## config.mk

```make
export PLATFORM = sky130hd
export DESIGN_NAME = ultrasonic_range_trigger
export DESIGN_NICKNAME = d
export VERILOG_FILES = /design/src/design/urt_pkg.sv /design/src/design/urt_cfg.sv /design/src/design/urt_step.sv /design/src/design/ultrasonic_range_trigger.sv
export SDC_FILE = /design/constraint.sdc
export NUM_CORES = 1
export LEC_CHECK = 0
export BUFFER_PORTS_ARGS = -buffer_cell sky130_fd_sc_hd__buf_2
export CAP_MARGIN = 25
export CORE_UTILIZATION = 35
export DETAILED_ROUTE_END_ITERATION = 6
export HOLD_SLACK_MARGIN = 0.05
export SYNTH_ARGS = -nofsm -noshare
export SYNTH_HDL_FRONTEND = slang
export SYNTH_SLANG_ARGS = --single-unit
```

## constraint.sdc

```tcl
create_clock -name i_clk -period 10.25 [get_ports i_clk]
set_input_delay 2.05 -clock i_clk [delete_from_list [all_inputs] [get_ports i_clk]]
set_output_delay 2.05 -clock i_clk [all_outputs]
set_load 0.01 [all_outputs]
```

## src/design/urt_pkg.sv

```systemverilog
// Shared types and constants of the ultrasonic range trigger.
package urt_pkg;

    localparam int TICK_W = 16;
    localparam int COOL_W = 26;
    localparam int DIST_W = 13;
    localparam int CFG_IDX_W = 3;
    localparam int CFG_DATA_W = 26;

    // Width to tenths of a centimetre: (w * SCALE_MUL + SCALE_RND) >> SCALE_SHIFT
    localparam int SCALE_MUL_W = 14;
    localparam int PROD_W = TICK_W + SCALE_MUL_W;
    localparam int SCALE_SHIFT = 16;
    localparam int RAW_W = PROD_W - SCALE_SHIFT;
    localparam logic [SCALE_MUL_W-1:0] SCALE_MUL = 14'd11239;
    localparam logic [PROD_W-1:0] SCALE_RND = 30'd32768;
    localparam logic [DIST_W-1:0] DIST_MAX = 13'd8191;

    localparam logic [CFG_IDX_W-1:0] REG_MIN_DIST = 3'd0;
    localparam logic [CFG_IDX_W-1:0] REG_MAX_DIST = 3'd1;
    localparam logic [CFG_IDX_W-1:0] REG_COOLDOWN = 3'd2;
    localparam logic [CFG_IDX_W-1:0] REG_TIMEOUT = 3'd3;

    localparam logic [DIST_W-1:0] RST_MIN_DIST = 13'd20;
    localparam logic [DIST_W-1:0] RST_MAX_DIST = 13'd500;
    localparam logic [COOL_W-1:0] RST_COOLDOWN = 26'd5000000;
    localparam logic [TICK_W-1:0] RST_TIMEOUT = 16'd40000;

    typedef enum logic [2:0] {
        PH_IDLE = 3'd0,
        PH_TRIG = 3'd1,
        PH_RISE = 3'd2,
        PH_MEAS = 3'd3
    } t_phase;

    typedef struct packed {
        logic [DIST_W-1:0] min_dist;
        logic [DIST_W-1:0] max_dist;
        logic [COOL_W-1:0] cooldown;
        logic [TICK_W-1:0] timeout;
    } t_cfg;

    typedef struct packed {
        t_phase            phase;
        logic [TICK_W-1:0] phase_ticks;
        logic [COOL_W-1:0] cooldown_left;
    } t_state;

    typedef struct packed {
        logic              trigger_level;
        logic              measure_done;
        logic [DIST_W-1:0] distance_tenths;
        logic              timed_out;
        logic              detected;
        logic              ready_res;
    } t_result;

endpackage

```

## src/design/urt_cfg.sv

```systemverilog
// Configuration register file of the ultrasonic range trigger.
module urt_cfg import urt_pkg::*; (
    input  logic                  i_clk,
    input  logic                  i_rst_n,
    input  logic                  i_cfg_we,
    input  logic [CFG_IDX_W-1:0]  i_cfg_index,
    input  logic [CFG_DATA_W-1:0] i_cfg_data,
    output t_cfg                  o_cfg
);

    t_cfg r_cfg;

    always_ff @(posedge i_clk) begin
        if (!i_rst_n) begin
            r_cfg.min_dist <= RST_MIN_DIST;
            r_cfg.max_dist <= RST_MAX_DIST;
            r_cfg.cooldown <= RST_COOLDOWN;
            r_cfg.timeout  <= RST_TIMEOUT;
        end else if (i_cfg_we) begin
            case (i_cfg_index)
                REG_MIN_DIST: r_cfg.min_dist <= i_cfg_data[DIST_W-1:0];
                REG_MAX_DIST: r_cfg.max_dist <= i_cfg_data[DIST_W-1:0];
                REG_COOLDOWN: r_cfg.cooldown <= i_cfg_data[COOL_W-1:0];
                REG_TIMEOUT:  r_cfg.timeout  <= i_cfg_data[TICK_W-1:0];
                default: begin
                end
            endcase
        end
    end

    assign o_cfg = r_cfg;

endmodule

```

## src/design/urt_step.sv

```systemverilog
// Per-tick next-state and result logic of the ultrasonic range trigger.
module urt_step import urt_pkg::*; #(
    parameter int TRIGGER_TICKS = 10
) (
    input  t_state  i_state,
    input  t_cfg    i_cfg,
    input  logic    i_req,
    input  logic    i_echo,
    output t_state  o_state,
    output t_result o_res
);

    localparam logic [TICK_W-1:0] TRIG_LAST = TICK_W'(TRIGGER_TICKS);

    logic [COOL_W-1:0] cool_dec;
    logic [TICK_W-1:0] ticks_inc;
    logic [PROD_W-1:0] prod;
    logic [RAW_W-1:0]  raw;
    logic              finish;
    t_state            nxt;
    t_result           res;

    always_comb begin
        cool_dec  = (i_state.cooldown_left != '0) ? i_state.cooldown_left - 1'b1
                                                  : i_state.cooldown_left;
        ticks_inc = i_state.phase_ticks + 1'b1;
        prod      = PROD_W'(i_state.phase_ticks) * PROD_W'(SCALE_MUL) + SCALE_RND;
        raw       = prod[PROD_W-1:SCALE_SHIFT];

        nxt = i_state;
        nxt.cooldown_left = cool_dec;
        res = '0;
        finish = 1'b0;

        case (i_state.phase)
            PH_IDLE: begin
                if (i_req && cool_dec == '0) begin
                    res.trigger_level = 1'b1;
                    if (TICK_W'(1) >= TRIG_LAST) begin
                        nxt.phase = PH_RISE;
                        nxt.phase_ticks = '0;
                    end else begin
                        nxt.phase = PH_TRIG;
                        nxt.phase_ticks = TICK_W'(1);
                    end
                end
            end
            PH_TRIG: begin
                res.trigger_level = 1'b1;
                nxt.phase_ticks = ticks_inc;
                if (ticks_inc >= TRIG_LAST) begin
                    nxt.phase = PH_RISE;
                    nxt.phase_ticks = '0;
                end
            end
            PH_RISE: begin
                if (i_echo) begin
                    nxt.phase = PH_MEAS;
                    nxt.phase_ticks = TICK_W'(1);
                end else if (i_state.phase_ticks >= i_cfg.timeout) begin
                    res.timed_out = 1'b1;
                    finish = 1'b1;
                end else begin
                    nxt.phase_ticks = ticks_inc;
                end
            end
            PH_MEAS: begin
                if (i_echo) begin
                    if (i_state.phase_ticks >= i_cfg.timeout) begin
                        res.timed_out = 1'b1;
                        finish = 1'b1;
                    end else begin
                        nxt.phase_ticks = ticks_inc;
                    end
                end else begin
                    // Saturate the output only; the window test sees the raw value.
                    res.distance_tenths = (raw > RAW_W'(DIST_MAX)) ? DIST_MAX
                                                                   : raw[DIST_W-1:0];
                    if (RAW_W'(i_cfg.min_dist) <= raw && raw <= RAW_W'(i_cfg.max_dist)) begin
                        res.detected = 1'b1;
                        nxt.cooldown_left = i_cfg.cooldown;
                    end
                    finish = 1'b1;
                end
            end
            default: begin
                nxt.phase = PH_IDLE;
                nxt.phase_ticks = '0;
            end
        endcase

        if (finish) begin
            res.measure_done = 1'b1;
            nxt.phase = PH_IDLE;
            nxt.phase_ticks = '0;
        end

        res.ready_res = (nxt.phase == PH_IDLE) && (nxt.cooldown_left == '0);
    end

    assign o_state = nxt;
    assign o_res   = res;

endmodule

```

## src/design/ultrasonic_range_trigger.sv

```systemverilog
// Top level of the ultrasonic range trigger: state, result register and handshake.
//
//   channel | direction | handshake               | payload
//   --------+-----------+-------------------------+-----------------------------------------
//   in      | in        | i_in_valid / o_in_stall | i_start_request, i_echo_level
//   out     | out       | o_out_valid/i_out_stall | o_trigger_level, o_measure_done,
//           |           |                         | o_distance_tenths, o_timed_out,
//           |           |                         | o_detected, o_ready_res
//   cfg     | in        | i_cfg_we                | i_cfg_index, i_cfg_data
//
// One tick per cycle while the input is not stalled: a transfer on the input updates the phase
// state and loads the result register in the same clock, so the result appears in the cycle after.
// The path is the echo width multiply (16 x 14 bits) followed by the window compare.
// Input stalls only while a result sits in the output register and the sink stalls;
// a result taken in the same cycle frees the register for the next transfer.
// Synchronous reset returns to idle with no cooldown and the default registers.
module ultrasonic_range_trigger import urt_pkg::*; #(
    parameter int TRIGGER_TICKS = 10
) (
    input  logic                  i_clk,
    input  logic                  i_rst_n,
    // input channel
    input  logic                  i_in_valid,
    output logic                  o_in_stall,
    input  logic                  i_start_request,
    input  logic                  i_echo_level,
    // output channel
    output logic                  o_out_valid,
    input  logic                  i_out_stall,
    output logic                  o_trigger_level,
    output logic                  o_measure_done,
    output logic [DIST_W-1:0]     o_distance_tenths,
    output logic                  o_timed_out,
    output logic                  o_detected,
    output logic                  o_ready_res,
    // configuration
    input  logic                  i_cfg_we,
    input  logic [CFG_IDX_W-1:0]  i_cfg_index,
    input  logic [CFG_DATA_W-1:0] i_cfg_data
);

    t_cfg    cfg;
    t_state  r_state;
    t_state  n_state;
    t_result r_res;
    t_result n_res;
    logic    r_out_valid;
    logic    in_fire;

    urt_cfg u_cfg (
        .i_clk       (i_clk),
        .i_rst_n     (i_rst_n),
        .i_cfg_we    (i_cfg_we),
        .i_cfg_index (i_cfg_index),
        .i_cfg_data  (i_cfg_data),
        .o_cfg       (cfg)
    );

    urt_step #(
        .TRIGGER_TICKS (TRIGGER_TICKS)
    ) u_step (
        .i_state (r_state),
        .i_cfg   (cfg),
        .i_req   (i_start_request),
        .i_echo  (i_echo_level),
        .o_state (n_state),
        .o_res   (n_res)
    );

    // Hold the input off only while the waiting result cannot leave.
    assign o_in_stall = r_out_valid && i_out_stall;
    assign in_fire    = i_in_valid && !o_in_stall;

    // Advance the phase state once per accepted tick.
    always_ff @(posedge i_clk) begin
        if (!i_rst_n) begin
            r_state.phase         <= PH_IDLE;
            r_state.phase_ticks   <= '0;
            r_state.cooldown_left <= '0;
        end else if (in_fire) begin
            r_state <= n_state;
        end
    end

    // Result register: load on a transfer in, drop valid once taken.
    always_ff @(posedge i_clk) begin
        if (!i_rst_n) begin
            r_out_valid <= 1'b0;
        end else if (in_fire) begin
            r_out_valid <= 1'b1;
        end else if (!i_out_stall) begin
            r_out_valid <= 1'b0;
        end
    end

    always_ff @(posedge i_clk) begin
        if (in_fire) begin
            r_res <= n_res;
        end
    end

    assign o_out_valid       = r_out_valid;
    assign o_trigger_level   = r_res.trigger_level;
    assign o_measure_done    = r_res.measure_done;
    assign o_distance_tenths = r_res.distance_tenths;
    assign o_timed_out       = r_res.timed_out;
    assign o_detected        = r_res.detected;
    assign o_ready_res       = r_res.ready_res;

endmodule

```

==> flow_metrics.tcl <==
set metrics [dict create \
    maxCapViolCount 0 \
    die_area_um2 37300 \
    cts_root_buf "clkbuf_16" \
    fin_crit_ns 8.86 \
    p_total_mw 2.02 \
    crit_slowest_cell "dfxtp_1" \
    grtUsageTotal 0.205 \
    yosysWarnings 0 \
    drtAntennaViolNets 0 \
    post-route-util 0.393 \
    fin_nets 1831 \
    initial_utilization 0.357 \
    gp_congestion 0.905 \
    ff_latch_area_um2 2820 \
    dpl_worst_slack_ns 1.52 \
    chipHeight_um 193 \
    hold_viol 0 \
    p_leak_nw 6.76 \
    fin_skew_ns 0.0132 \
    synth_most_common_cell "inv_1" \
    worstReg2RegEnd "r_state[25]" \
    synth-edff-count 18 \
    worstPathMaxFanout 27 \
    placedInstanceArea_um2 13500 \
    postSynthCellCount 1509 \
    finalCritPeriodShare 0.864 \
    holdWs_ns 0.456 \
    num_antenna_cells 0 \
    synth_area_leaders "dfxtp_1 (18%), ha_1 (16%), fa_1 (16%)" \
    grt_overflow 0 \
    critPathKind "reg -> reg" \
    fin_tns_setup_ns 0 \
    hold_path.startpoint "u_cfg.o_cfg[45]" \
    cts_buffers 17 \
    grt_max_degree 83 \
    cts-resized-gates 0 \
    ff2ff_path_depth 29 \
    hold_buffers 0 \
    post_drt_wl_per_cell_um 17.8 \
    path_common_cell "fa_1" \
    synthDistinctLibCells 76 \
    grt_pass1_vias 10800 \
    ios 56 \
    synthArstFlopShare 0 \
    clock_latency_ns 0.43 \
    setup_viol 0 \
    path_clk_slew_ns 0.06 \
    multi_input_area_um2 8720 \
    num_rows 69 \
    worst-path-buf-inv 5 \
    cpPeakStageDelay_ns 0.71 \
    syn-cell-area_um2 12800 \
    fillers 3699 \
    start_kind "flip-flop" \
    die_x_um 193 \
    r2r_start "r_state[31]" \
    postRouteWirelength_mm 35.7 \
    vias_per_cell 5.36 \
    syn_avg_cell_area_um2 8.46 \
    hold_end "u_cfg.o_cfg[45]" \
    ys_seq_area_frac 0.221 \
    hp-class "reg -> reg" \
    dp.cells 1973 \
    synthTopCellsByCount "inv_1 (261), nand2_1 (181), ha_1 (163)" \
    power_density_nw_per_um2 144 \
    synth_top_area_cell "dfxtp_1" \
    slew_headroom 0.337 \
    rsz0062_at_grt "no" \
    ys_seq_elements 132 \
    port_buffers 55 \
    vias 10700 \
    drive_above_1_share 0.0790 \
    cp.required_ns 10.57 \
    vdd_drop_max_v 0.000102 \
    grt_pass1_wl_mm 59.0 \
    dr.pass1.iters 7 \
    outcome "finished, violations left" \
    drc 1 \
    cts_tree "yes" \
    clk_path_buf_depth 2 \
    final_cells 2005 \
    drv_slew 0 \
    drt_iter0_markers 778 \
    post_cts_buffers 0 \
    fin_area_um2 14000 \
    synth_fp_nets 1809 \
    arrival_ns 9.17 \
    antenna_found_initial 0 \
    dp.final_hpwl_mm 28.0 \
    worstHoldPathCells 2 \
    setup_slack_ns 1.39 \
    fmax_mhz 113 \
    synth_top_area_share 0.179 \
    syn_to_final_growth_pct 9.96 \
    cts.sinks 132 \
    rrSetupSlack_ns 1.39 \
    h-tree-depth 4 \
    endpoint_kind "flip-flop" \
    violations "design-rule violations" \
    tightestPinTransition_ns 0.986 \
    crit_family "adder cells" \
    core_region_area_um2 35700 \
    synthFlopType "dfxtp_1" \
]
## cells by family (layout without fill, tap and decap cells)
group / Yosys count / count (layout) / share of synthesized area
AOI/OAI and AO/OA: 310 / 310 / 0.162
xor gates and xnor gates: 35 / 35 / 0.0262
adders and majority gates: 265 / 265 / 0.319
buffers and inverters: 324 / 359 / 0.0967
DFF: 132 / 132 / 0.221
muxes: 8 / 8 / 0.00637
and+or+nand+nor: 435 / 435 / 0.169
## worst min-delay path: stages, from the launching register on
cell     delay, ns
dfxtp_1       0.31
nand2_1       0.05
a21oi_1       0.05
## power by group
group	internal, mW	switching [mW]	total [mW]
logic	0.283	0.459	0.742
registers	0.572	0.0780	0.650
clock network	0.371	0.256	0.627
total	1.23	0.793	2.02
## worst max-delay path by stage
stage	startpoint	endpoint	slack (ns)	depth (start not counted)
final	r_state[31]	r_state[25]	1.39	29
after global routing	r_state[31]	r_state[21]	0.87	30
after global placement	r_state[31]	r_state[25]	1.69	29
after CTS	r_state[29]	r_state[25]	1.50	29
after detailed placement	r_state[34]	r_state[25]	1.52	29
after floorplan	r_state[33]	o_ready_res	2.37	29
## cell usage in the layout (no fill, tap or decap), types with 6 or more instances in the layout
cell / n
a41oi_1: 6
o21bai_1: 6
o221a_2: 9
o21ai_0: 45
xnor2_1: 23
o31ai_1: 7
nand2b_1: 10
a2111oi_0: 6
inv_1: 259
nor4_1: 28
a21oi_1: 104
ha_1: 163
nand4_1: 21
nor3_1: 28
or3_1: 7
buf_2: 55
and3_1: 10
nor4b_1: 6
o21a_1: 13
dfxtp_1: 114
o211ai_1: 12
o221ai_1: 16
clkbuf_16: 18
nor2_1: 52
mux2i_1: 7
nor2b_1: 7
a31oi_1: 23
nand2_1: 181
a21o_1: 8
a211oi_1: 6
o22ai_1: 7
buf_4: 10
xor2_1: 10
nand3_1: 48
and4_1: 8
fa_1: 101
edfxtp_1: 18
## metal layers
metal | track usage | up-vias | share of wire
li1 | - | 5235 | -
met3 | 0.0320 | 43 | 0.049
met4 | 0.0598 | 0 | 0.022
met1 | 0.287 | 5210 | 0.47
met2 | 0.323 | 257 | 0.46
met5 | 0 | - | 0
## sequential cells by signal (all words and copies together), names as in the netlist
name,flops
r_state,45
o_detected,1
o_timed_out,1
o_distance_tenths,13
o_out_valid,1
u_cfg.o_cfg,68
o_trigger_level,1
o_ready_res,1
o_measure_done,1
## cell type report
class / count / share of cell area
multi-input combinational: 1053 / 0.621
inverter: 261 / 0.0698
clock buffer: 19 / 0.0323
clock inverter: 13 / 0.00936
timing repair buffer: 66 / 0.0252
sequential: 132 / 0.201
tap: 461 / 0.0411
Power figures use the tool's default switching activity.
